==> src/rtl/dq_pkg.sv <==
`timescale 1ns / 1ps
// Shared types, command codes and status codes of the double-ended queue.
package dq_pkg;

    localparam int DQ_DEPTH = 64;
    localparam int WORD_W   = 32;
    localparam int CMD_W    = 3;
    localparam int STATUS_W = 2;

    // Command codes on the request channel
    localparam logic [CMD_W-1:0] CMD_PUSH_FRONT = 3'd0;
    localparam logic [CMD_W-1:0] CMD_PUSH_BACK  = 3'd1;
    localparam logic [CMD_W-1:0] CMD_POP_FRONT  = 3'd2;
    localparam logic [CMD_W-1:0] CMD_POP_BACK   = 3'd3;
    localparam logic [CMD_W-1:0] CMD_DUMP       = 3'd4;

    // Status codes on the response channel
    localparam logic [STATUS_W-1:0] ST_OK    = 2'd0;
    localparam logic [STATUS_W-1:0] ST_EMPTY = 2'd1;
    localparam logic [STATUS_W-1:0] ST_FULL  = 2'd2;

    typedef enum logic [2:0] {
        OP_PUSH_FRONT,
        OP_PUSH_BACK,
        OP_POP_FRONT,
        OP_POP_BACK,
        OP_DUMP
    } dq_op_t;

    typedef struct packed {
        dq_op_t                    op;
        logic signed [WORD_W-1:0]  value;
    } dq_entry_t;

    typedef enum logic [1:0] {
        S_IDLE,
        S_READ,
        S_DUMP,
        S_DUMP_DATA
    } dq_state_t;

endpackage

==> src/rtl/dq_cmd_if.sv <==
`timescale 1ns / 1ps
// Request channel: command code and word to push.
interface dq_cmd_if;
    logic                              valid;
    logic                              ready;
    logic [dq_pkg::CMD_W-1:0]          cmd;
    logic signed [dq_pkg::WORD_W-1:0]  value;

    modport source (output valid, output cmd, output value, input ready);
    modport sink   (input valid, input cmd, input value, output ready);
endinterface

==> src/rtl/dq_res_if.sv <==
`timescale 1ns / 1ps
// Response channel: returned word, status and end-of-command mark.
interface dq_res_if;
    logic                              valid;
    logic                              ready;
    logic signed [dq_pkg::WORD_W-1:0]  word;
    logic [dq_pkg::STATUS_W-1:0]       status;
    logic                              last;

    modport source (output valid, output word, output status, output last, input ready);
    modport sink   (input valid, input word, input status, input last, output ready);
endinterface

==> src/rtl/dq_ram.sv <==
`timescale 1ns / 1ps
// Generic single-write, single-read RAM with registered read data.
module dq_ram #(
    parameter int WIDTH = 32,
    parameter int DEPTH = 64,
    localparam int AW   = (DEPTH > 1) ? $clog2(DEPTH) : 1
) (
    input  logic             clk,
    input  logic             we,
    input  logic [AW-1:0]    waddr,
    input  logic [WIDTH-1:0] wdata,
    input  logic [AW-1:0]    raddr,
    output logic [WIDTH-1:0] rdata
);

    logic [WIDTH-1:0] mem [DEPTH];
    logic [WIDTH-1:0] rdata_reg;

    always_ff @(posedge clk)
    begin
        if (we)
        begin
            mem[waddr] <= wdata;
        end
        rdata_reg <= mem[raddr];
    end

    assign rdata = rdata_reg;

endmodule

==> src/rtl/dq_front.sv <==
`timescale 1ns / 1ps
// Front end: accepts requests, decodes them and buffers them in a two-entry queue.
module dq_front (
    input  logic              clk,
    input  logic              rst_n,
    dq_cmd_if.sink            req,
    output logic              q_valid,
    input  logic              q_ready,
    output dq_pkg::dq_entry_t q_entry
);
    import dq_pkg::*;

    localparam logic [1:0] Q_FULL = 2'd2;

    dq_entry_t  entry_reg [2];
    logic       wr_ptr_reg, wr_ptr_next;
    logic       rd_ptr_reg, rd_ptr_next;
    logic [1:0] cnt_reg, cnt_next;

    logic       accept;
    logic       keep;
    logic       take;
    logic       code_ok;
    dq_op_t     op;

    always_comb
    begin
        code_ok = 1'b1;
        case (req.cmd)
            CMD_PUSH_FRONT: op = OP_PUSH_FRONT;
            CMD_PUSH_BACK:  op = OP_PUSH_BACK;
            CMD_POP_FRONT:  op = OP_POP_FRONT;
            CMD_POP_BACK:   op = OP_POP_BACK;
            CMD_DUMP:       op = OP_DUMP;
            default:
            begin
                op      = OP_DUMP;
                code_ok = 1'b0;
            end
        endcase
    end

    assign req.ready = (cnt_reg != Q_FULL);
    assign accept    = req.valid && req.ready;
    // drop unused codes at the door: they produce no transaction
    assign keep      = accept && code_ok;
    assign q_valid   = (cnt_reg != 2'd0);
    assign take      = q_valid && q_ready;
    assign q_entry   = entry_reg[rd_ptr_reg];

    always_comb
    begin
        wr_ptr_next = keep ? ~wr_ptr_reg : wr_ptr_reg;
        rd_ptr_next = take ? ~rd_ptr_reg : rd_ptr_reg;
        cnt_next    = cnt_reg + {1'b0, keep} - {1'b0, take};
    end

    always_ff @(posedge clk or negedge rst_n)
    begin
        if (!rst_n)
        begin
            wr_ptr_reg <= 1'b0;
            rd_ptr_reg <= 1'b0;
            cnt_reg    <= 2'd0;
        end
        else
        begin
            wr_ptr_reg <= wr_ptr_next;
            rd_ptr_reg <= rd_ptr_next;
            cnt_reg    <= cnt_next;
        end
    end

    always_ff @(posedge clk)
    begin
        if (keep)
        begin
            entry_reg[wr_ptr_reg].op    <= op;
            entry_reg[wr_ptr_reg].value <= req.value;
        end
    end

    a_cnt_bound: assert property (@(posedge clk) disable iff (!rst_n)
        cnt_reg <= Q_FULL)
        else $error("front queue count out of range");

    a_cnt_move: assert property (@(posedge clk) disable iff (!rst_n)
        (keep && !take) |=> (cnt_reg == $past(cnt_reg) + 2'd1))
        else $error("front queue count missed a push");

    a_bad_code_dropped: assert property (@(posedge clk) disable iff (!rst_n)
        (accept && !code_ok && !take) |=> $stable(cnt_reg))
        else $error("unused command code entered the queue");

endmodule

==> src/rtl/dq_back.sv <==
`timescale 1ns / 1ps
// Back end: executes queued commands on the ring store and drives the response register.
module dq_back #(
    parameter int DEPTH = dq_pkg::DQ_DEPTH
) (
    input  logic              clk,
    input  logic              rst_n,
    input  logic              q_valid,
    output logic              q_ready,
    input  dq_pkg::dq_entry_t q_entry,
    dq_res_if.source          rsp
);
    import dq_pkg::*;

    localparam int IDX_W = (DEPTH > 1) ? $clog2(DEPTH) : 1;
    localparam int CNT_W = $clog2(DEPTH + 1);
    localparam int SW    = IDX_W + 1;
    localparam logic [SW-1:0]    DEPTH_S = SW'(DEPTH);
    localparam logic [CNT_W-1:0] FULL_C  = CNT_W'(DEPTH);
    localparam logic [IDX_W-1:0] TOP_IDX = IDX_W'(DEPTH - 1);

    dq_state_t          state_reg, state_next;
    logic [IDX_W-1:0]   front_reg, front_next;
    logic [CNT_W-1:0]   occ_reg, occ_next;
    logic [CNT_W-1:0]   dump_cnt_reg, dump_cnt_next;
    logic               last_pend_reg, last_pend_next;
    logic               out_valid_reg, out_valid_next;
    logic signed [WORD_W-1:0] out_word_reg, out_word_next;
    logic [STATUS_W-1:0] out_status_reg, out_status_next;
    logic               out_last_reg, out_last_next;

    logic               ram_we;
    logic [IDX_W-1:0]   ram_waddr;
    logic [IDX_W-1:0]   ram_raddr;
    logic [WORD_W-1:0]  ram_rdata;

    logic               out_free;
    logic               is_full;
    logic               is_empty;

    function automatic logic [IDX_W-1:0] ring_add(input logic [IDX_W-1:0] base,
                                                  input logic [SW-1:0]    offs);
        logic [SW-1:0] sum;
        sum = SW'(base) + offs;
        if (sum >= DEPTH_S)
        begin
            sum = sum - DEPTH_S;
        end
        return sum[IDX_W-1:0];
    endfunction

    dq_ram #(
        .WIDTH (WORD_W),
        .DEPTH (DEPTH)
    ) u_ring (
        .clk   (clk),
        .we    (ram_we),
        .waddr (ram_waddr),
        .wdata (q_entry.value),
        .raddr (ram_raddr),
        .rdata (ram_rdata)
    );

    assign out_free = !out_valid_reg || rsp.ready;
    assign is_full  = (occ_reg == FULL_C);
    assign is_empty = (occ_reg == '0);

    assign rsp.valid  = out_valid_reg;
    assign rsp.word   = out_word_reg;
    assign rsp.status = out_status_reg;
    assign rsp.last   = out_last_reg;

    always_comb
    begin
        state_next      = state_reg;
        front_next      = front_reg;
        occ_next        = occ_reg;
        dump_cnt_next   = dump_cnt_reg;
        last_pend_next  = last_pend_reg;
        out_valid_next  = out_valid_reg;
        out_word_next   = out_word_reg;
        out_status_next = out_status_reg;
        out_last_next   = out_last_reg;
        q_ready         = 1'b0;
        ram_we          = 1'b0;
        ram_waddr       = front_reg;
        ram_raddr       = front_reg;

        // drain the response register
        if (out_valid_reg && rsp.ready)
        begin
            out_valid_next = 1'b0;
        end

        case (state_reg)
            S_IDLE:
            begin
                if (q_valid && out_free)
                begin
                    q_ready         = 1'b1;
                    out_word_next   = '0;
                    out_last_next   = 1'b1;
                    out_status_next = ST_OK;
                    case (q_entry.op)
                        OP_PUSH_FRONT, OP_PUSH_BACK:
                        begin
                            out_valid_next = 1'b1;
                            if (is_full)
                            begin
                                out_status_next = ST_FULL;
                            end
                            else
                            begin
                                ram_we   = 1'b1;
                                occ_next = occ_reg + CNT_W'(1);
                                if (q_entry.op == OP_PUSH_FRONT)
                                begin
                                    ram_waddr  = (front_reg == '0) ? TOP_IDX
                                                 : front_reg - IDX_W'(1);
                                    front_next = ram_waddr;
                                end
                                else
                                begin
                                    ram_waddr = ring_add(front_reg, SW'(occ_reg));
                                end
                            end
                        end
                        OP_POP_FRONT, OP_POP_BACK:
                        begin
                            if (is_empty)
                            begin
                                out_valid_next  = 1'b1;
                                out_status_next = ST_EMPTY;
                            end
                            else
                            begin
                                occ_next       = occ_reg - CNT_W'(1);
                                last_pend_next = 1'b1;
                                state_next     = S_READ;
                                if (q_entry.op == OP_POP_FRONT)
                                begin
                                    ram_raddr  = front_reg;
                                    front_next = ring_add(front_reg, SW'(1));
                                end
                                else
                                begin
                                    ram_raddr = ring_add(front_reg,
                                                         SW'(occ_reg - CNT_W'(1)));
                                end
                            end
                        end
                        OP_DUMP:
                        begin
                            if (is_empty)
                            begin
                                out_valid_next  = 1'b1;
                                out_status_next = ST_EMPTY;
                            end
                            else
                            begin
                                dump_cnt_next = '0;
                                state_next    = S_DUMP;
                            end
                        end
                        default:
                        begin
                            out_valid_next = out_valid_reg && !rsp.ready;
                        end
                    endcase
                end
            end
            S_READ, S_DUMP_DATA:
            begin
                // the register was drained when the read was issued
                out_valid_next  = 1'b1;
                out_word_next   = ram_rdata;
                out_status_next = ST_OK;
                out_last_next   = last_pend_reg;
                if (state_reg == S_READ || last_pend_reg)
                begin
                    state_next = S_IDLE;
                end
                else
                begin
                    state_next = S_DUMP;
                end
            end
            S_DUMP:
            begin
                if (out_free)
                begin
                    ram_raddr      = ring_add(front_reg, SW'(dump_cnt_reg));
                    last_pend_next = (dump_cnt_reg == occ_reg - CNT_W'(1));
                    dump_cnt_next  = dump_cnt_reg + CNT_W'(1);
                    state_next     = S_DUMP_DATA;
                end
            end
            default:
            begin
                state_next = S_IDLE;
            end
        endcase
    end

    always_ff @(posedge clk or negedge rst_n)
    begin
        if (!rst_n)
        begin
            state_reg     <= S_IDLE;
            front_reg     <= '0;
            occ_reg       <= '0;
            dump_cnt_reg  <= '0;
            last_pend_reg <= 1'b0;
            out_valid_reg <= 1'b0;
        end
        else
        begin
            state_reg     <= state_next;
            front_reg     <= front_next;
            occ_reg       <= occ_next;
            dump_cnt_reg  <= dump_cnt_next;
            last_pend_reg <= last_pend_next;
            out_valid_reg <= out_valid_next;
        end
    end

    always_ff @(posedge clk)
    begin
        out_word_reg   <= out_word_next;
        out_status_reg <= out_status_next;
        out_last_reg   <= out_last_next;
    end

    a_occ_bound: assert property (@(posedge clk) disable iff (!rst_n)
        occ_reg <= FULL_C)
        else $error("occupancy exceeds ring depth");

    a_read_lands: assert property (@(posedge clk) disable iff (!rst_n)
        (state_reg == S_READ || state_reg == S_DUMP_DATA) |=> out_valid_reg)
        else $error("read data did not reach the response register");

    a_dump_in_range: assert property (@(posedge clk) disable iff (!rst_n)
        (state_reg == S_DUMP) |-> (dump_cnt_reg < occ_reg))
        else $error("dump index past occupancy");

    a_dump_keeps_state: assert property (@(posedge clk) disable iff (!rst_n)
        (state_reg == S_DUMP || state_reg == S_DUMP_DATA)
        |=> ($stable(occ_reg) && $stable(front_reg)))
        else $error("ring pointers moved during a dump");

endmodule

==> src/rtl/double_ended_queue_unit.sv <==
`timescale 1ns / 1ps
// Top level of the double-ended queue: front end, back end and ring store.
//
//  channel | dir | fields                | one transaction
//  --------+-----+-----------------------+--------------------------------------
//  req     | in  | cmd, value            | one command (codes 5..7 are dropped)
//  rsp     | out | word, status, last    | one result; last marks end of command
//
// Push, full push, empty pop and empty dump complete in the back end's idle state; a pop
// adds S_READ, a dump S_DUMP and S_DUMP_DATA per word, for the ring RAM's registered read.
// Up to two commands wait in the front queue while the back end works or stalls.
// Reset (rst_n low, asynchronous) empties the queue; the ring contents are not cleared.
// A held response stalls the back end; the front end keeps taking commands until its
// two slots fill.
module double_ended_queue_unit #(
    parameter int DEPTH = dq_pkg::DQ_DEPTH
) (
    input  logic      clk,
    input  logic      rst_n,
    dq_cmd_if.sink    req,
    dq_res_if.source  rsp
);
    import dq_pkg::*;

    logic      q_valid;
    logic      q_ready;
    dq_entry_t q_entry;

    dq_front u_front (
        .clk     (clk),
        .rst_n   (rst_n),
        .req     (req),
        .q_valid (q_valid),
        .q_ready (q_ready),
        .q_entry (q_entry)
    );

    dq_back #(
        .DEPTH (DEPTH)
    ) u_back (
        .clk     (clk),
        .rst_n   (rst_n),
        .q_valid (q_valid),
        .q_ready (q_ready),
        .q_entry (q_entry),
        .rsp     (rsp)
    );

endmodule

==> src/flat_wrapper.sv <==
// flat-port wrapper written by rule: the top's interface ports become plain ports
module double_ended_queue_unit_flat import dq_pkg::*;
#(
    parameter int DEPTH = dq_pkg::DQ_DEPTH
)
  (clk, rst_n, req_valid, req_cmd, req_value, req_ready, rsp_valid, rsp_word, rsp_status, rsp_last, rsp_ready);
  dq_cmd_if req_i ();
  dq_res_if rsp_i ();
  input  logic clk;
  input  logic rst_n;
  input wire logic [$bits(req_i.valid)-1:0] req_valid;
  input wire logic [$bits(req_i.cmd)-1:0] req_cmd;
  input wire logic [$bits(req_i.value)-1:0] req_value;
  output wire logic [$bits(req_i.ready)-1:0] req_ready;
  output wire logic [$bits(rsp_i.valid)-1:0] rsp_valid;
  output wire logic [$bits(rsp_i.word)-1:0] rsp_word;
  output wire logic [$bits(rsp_i.status)-1:0] rsp_status;
  output wire logic [$bits(rsp_i.last)-1:0] rsp_last;
  input wire logic [$bits(rsp_i.ready)-1:0] rsp_ready;
  assign req_i.valid = req_valid;
  assign req_i.cmd = req_cmd;
  assign req_i.value = req_value;
  assign req_ready = req_i.ready;
  assign rsp_valid = rsp_i.valid;
  assign rsp_word = rsp_i.word;
  assign rsp_status = rsp_i.status;
  assign rsp_last = rsp_i.last;
  assign rsp_i.ready = rsp_ready;
  double_ended_queue_unit #(.DEPTH(DEPTH)) u_core (.clk(clk), .rst_n(rst_n), .req(req_i), .rsp(rsp_i));
endmodule
==> config.mk <==
export PLATFORM = sky130hd
export DESIGN_NAME = double_ended_queue_unit_flat
export DESIGN_NICKNAME = d
export VERILOG_FILES = /design/src/rtl/dq_pkg.sv /design/src/rtl/dq_cmd_if.sv /design/src/rtl/dq_res_if.sv /design/src/rtl/dq_ram.sv /design/src/rtl/dq_front.sv /design/src/rtl/dq_back.sv /design/src/rtl/double_ended_queue_unit.sv /design/src/flat_wrapper.sv
export SDC_FILE = /design/constraint.sdc
export NUM_CORES = 2
export LEC_CHECK = 0
export ABC_AREA = 1
export BUFFER_PORTS_ARGS = -buffer_cell sky130_fd_sc_hd__buf_2
export CAP_MARGIN = 20
export CORE_MARGIN = 1
export CORE_UTILIZATION = 45
export DETAILED_ROUTE_END_ITERATION = 7
export GPL_ROUTABILITY_DRIVEN = 0
export HOLD_SLACK_MARGIN = 0.06
export PLACE_DENSITY_LB_ADDON = 0.05
export SYNTH_ARGS = -nofsm -noshare
export SYNTH_HDL_FRONTEND = slang
export SYNTH_SLANG_ARGS = --single-unit
==> constraint.sdc <==
create_clock -name clk -period 3.6 [get_ports clk]
set_clock_uncertainty 0.05 [all_clocks]
set_input_delay 0.18 -clock clk [delete_from_list [all_inputs] [get_ports clk]]
set_output_delay 0.18 -clock clk [all_outputs]
set_load 0.005 [all_outputs]
==> impl_metrics.ini <==
[worst_hold_path]
worstHoldPathType = input port to flip-flop

[synth]
ys_seq_area_share_pct = 68.0
ys_seq_elements = 2213
synth.distinct_cells = 44
yosys_most_used_dff = edfxtp_1
ys.warnings.count = 0
syn_avg_cell_area_um2 = 11.1
async_flop_share_pct = 1.27
syn_area_um2 = 97000
syn_inst = 8706
syn-num-nets = 8771
synth_edf_count = 2153

[global_routing]
grt_use_total_pct = 27.1
first_global_vias = 64600
grt_max_degree = 93
grt_pass1_wl_um = 435000
grt.overflow.total = 0
grt_antenna_before_repair = 14

[detailed_routing]
ant_nets = 0
viasPerCell = 5.49
routed_wl_um = 296000
via_count = 66400
drc = 0
drt_pre_antenna_iters = 6
wl_per_cell_um = 24.5
drtIter0Drc = 6189

[floorplan]
die_h_um = 466
die-area_um2 = 217000
start_util_pct = 45.2
die_width_um = 466
io_pins = 76
rows = 170
core_um2 = 214000

[cts]
clkLatencyLatePin_ns = 0.88
ctsHtreeMaxLevel = 4
numCtsBuffers = 233
root_buffer = clkbuf_16
clk_pin_slew_ns = 0.06
clock_sinks = 2213
clockBufferDepth = 3
cts_tree = done

[status]
status = finished, final reports clean

[worst_setup_path]
endpoint_kind = flip-flop
reg2reg_depth = 12
regToRegStartpoint = u_core.u_back.state_reg[0]
criticalPathCategory = flip-flop to flip-flop
cp-endpoint = u_core.u_back.u_ring.mem[57][1]
required_ns = 4.07
cp_max_fo = 32
arrival_ns = 3.86
r2r_slack_ns = 0.20
crit_path_start_kind = flip-flop
crit_start = u_core.u_back.state_reg[0]
reg2reg_to = u_core.u_back.u_ring.mem[57][1]

[timing]
whs_ns = 0.142
slew-limit-headroom_pct = 29.0
slew_viol_final = 0
timing.fmax_ghz = 0.294
worst_pin_slew_ns = 1.06
finalSetupTns_ns = 0
period_share_pct = 94.4
rsz0062_at_grt = yes
setup_viol = 0
finalHoldViolCount = 0
fin_crit_ns = 3.40

[placement]
hpwl_um = 171000
port_buffers = 75

[finish]
nets = 9102
largest_register_ffs = 2048
syn2layout_area_growth_pct = 17.9
drive_gt1_share_pct = 11.8

[run]
maxCapViolations = 0
-- final cells by class --
class	count	area, µm²
fillers	18600	100000
flip-flops and latches	2213	66000
multi-input cells	4659	24500
repair buffers	669	8010
clock buffers	293	6220
inverters	1261	4760
well taps	2838	3550
clock inverters	141	1280
diodes	15	37.5
-- cells by family (layout without fill, tap and decap cells) --
group	after synthesis	in the layout	synth area share, %
xor+xnor	22	22	0.199
flops	2213	2213	68.0
buf+inv	1834	2364	7.48
compound gates	84	84	0.490
fa+ha+maj	26	26	0.359
simple gates	4527	4527	23.4
other cells	0	15	0
-- worst min-delay path by stage --
stage                from                              end  slack [ns]  cells after the start
2_1_floorplan       rst_n       asynchronous set/reset pin       -0.17                      0
3_3_place_gp        rst_n        u_core.u_front.cnt_reg[0]        0.23                      1
3_5_place_dp        rst_n        u_core.u_front.cnt_reg[0]        0.22                      1
4_1_cts        req_cmd[2]  u_core.u_front.entry_reg[1][33]        0.08                      3
5_1_grt        req_cmd[2]  u_core.u_front.entry_reg[1][33]        0.13                      3
6_report       req_cmd[2]  u_core.u_front.entry_reg[1][33]        0.14                      3
-- critical path: stages, from the launching register on --
cell and delay, ns:
dfrtp_2 0.47, nor2_4 0.24, inv_2 0.09, nor2_1 0.15, inv_1 0.11, nor3_2 0.26, buf_4 0.23, nand3_1 0.09
o21ai_1 0.28, nand3_1 0.28, buf_4 0.29, nor2_4 0.12, buf_12 0.26
-- synth_stat cells (2+ instances only) --
master | n | area (µm²)
nor3_1 | 11 | 55.1
o22ai_1 | 5 | 31.3
fa_1 | 3 | 60.1
nor3b_1 | 2 | 15.0
a31oi_1 | 2 | 12.5
a21oi_1 | 22 | 110
buf_4 | 11 | 82.6
dfrtp_1 | 28 | 701
inv_2 | 13 | 48.8
o21ai_0 | 35 | 175
edfxtp_1 | 2153 | 64700
nand3_1 | 2207 | 11000
dfxtp_1 | 32 | 641
nand2_1 | 1411 | 5300
o221ai_1 | 3 | 26.3
o211ai_1 | 5 | 37.5
buf_6 | 2 | 22.5
o21ai_1 | 7 | 35.0
clkbuf_1 | 225 | 845
xnor2_1 | 5 | 43.8
nor2_4 | 2 | 22.5
or2_2 | 3 | 18.8
buf_2 | 249 | 1250
nand2_2 | 3 | 18.8
nand4_1 | 4 | 25.0
nand3b_1 | 767 | 5760
xor2_1 | 17 | 149
nor2_1 | 110 | 413
buf_1 | 86 | 323
nand2_4 | 2 | 22.5
ha_1 | 23 | 288
inv_1 | 1246 | 4680
-- per-stage QoR --
step | setup slack (ns) | std cells | area (µm²) | util (%)
3_3_place_gp | -0.170 | 11600 | 106000 | 49.3
4_1_cts | 0.0354 | 12100 | 114000 | 53.2
5_1_grt | -0.0383 | 12100 | 114000 | 53.3
2_1_floorplan | -0.341 | 8706 | 97000 | -
3_5_place_dp | -0.0683 | 11600 | 106000 | 49.3
6_report | 0.203 | 12100 | 114000 | 53.3
-- placed cells by master, fill, tap and decap left out, types with 5 or more instances in the layout --
cell / synthesis / layout
xor2_1: 17 / 16
bufinv_16: 0 / 19
inv_6: 0 / 5
clkinv_2: 0 / 54
nor3_1: 11 / 10
inv_1: 1246 / 1244
nand2_2: 3 / 37
o21ai_1: 7 / 7
clkbuf_16: 0 / 237
a21oi_1: 22 / 21
clkinvlp_4: 0 / 9
buf_12: 0 / 216
nand3_2: 1 / 15
ha_1: 23 / 23
dlygate4sd3_1: 0 / 72
o21ai_0: 35 / 33
clkbuf_8: 0 / 10
buf_2: 249 / 75
o211ai_1: 5 / 5
clkbuf_1: 225 / 47
dfrtp_1: 28 / 26
dfxtp_1: 32 / 32
nor2_1: 110 / 43
clkinv_1: 1 / 49
buf_16: 0 / 13
buf_4: 11 / 289
o22ai_1: 5 / 5
diode_2: 0 / 15
nand3b_1: 767 / 767
nand3_1: 2207 / 2190
xnor2_1: 5 / 5
nand2_1: 1411 / 1374
edfxtp_1: 2153 / 2153
inv_2: 13 / 11
nor2_4: 2 / 70
-- routing by layer --
metal | global-route usage [%] | share of wire, % | vias to the layer above | wire [µm]
li1 | - | - | 30600 | -
met1 | 38.2 | 44 | 33100 | 130000
met2 | 44.0 | 48 | 2216 | 141000
met3 | 3.44 | 6.0 | 408 | 17800
met4 | 7.24 | 2.3 | 2 | 6740
met5 | 0 | 0.0044 | - | 13
-- timing repair --
item	4_1_cts	5_1_grt
hold buffers	73	0
endpoints found under the hold margin	177	0
pin swaps	0	1
resized for setup	5	45
cloned	0	1
setup endpoints to repair	43	1490
buffers inserted	0	8
Power is not shown: default switching activity piles up to over one toggle a cycle in this logic, so the estimate is an artifact.
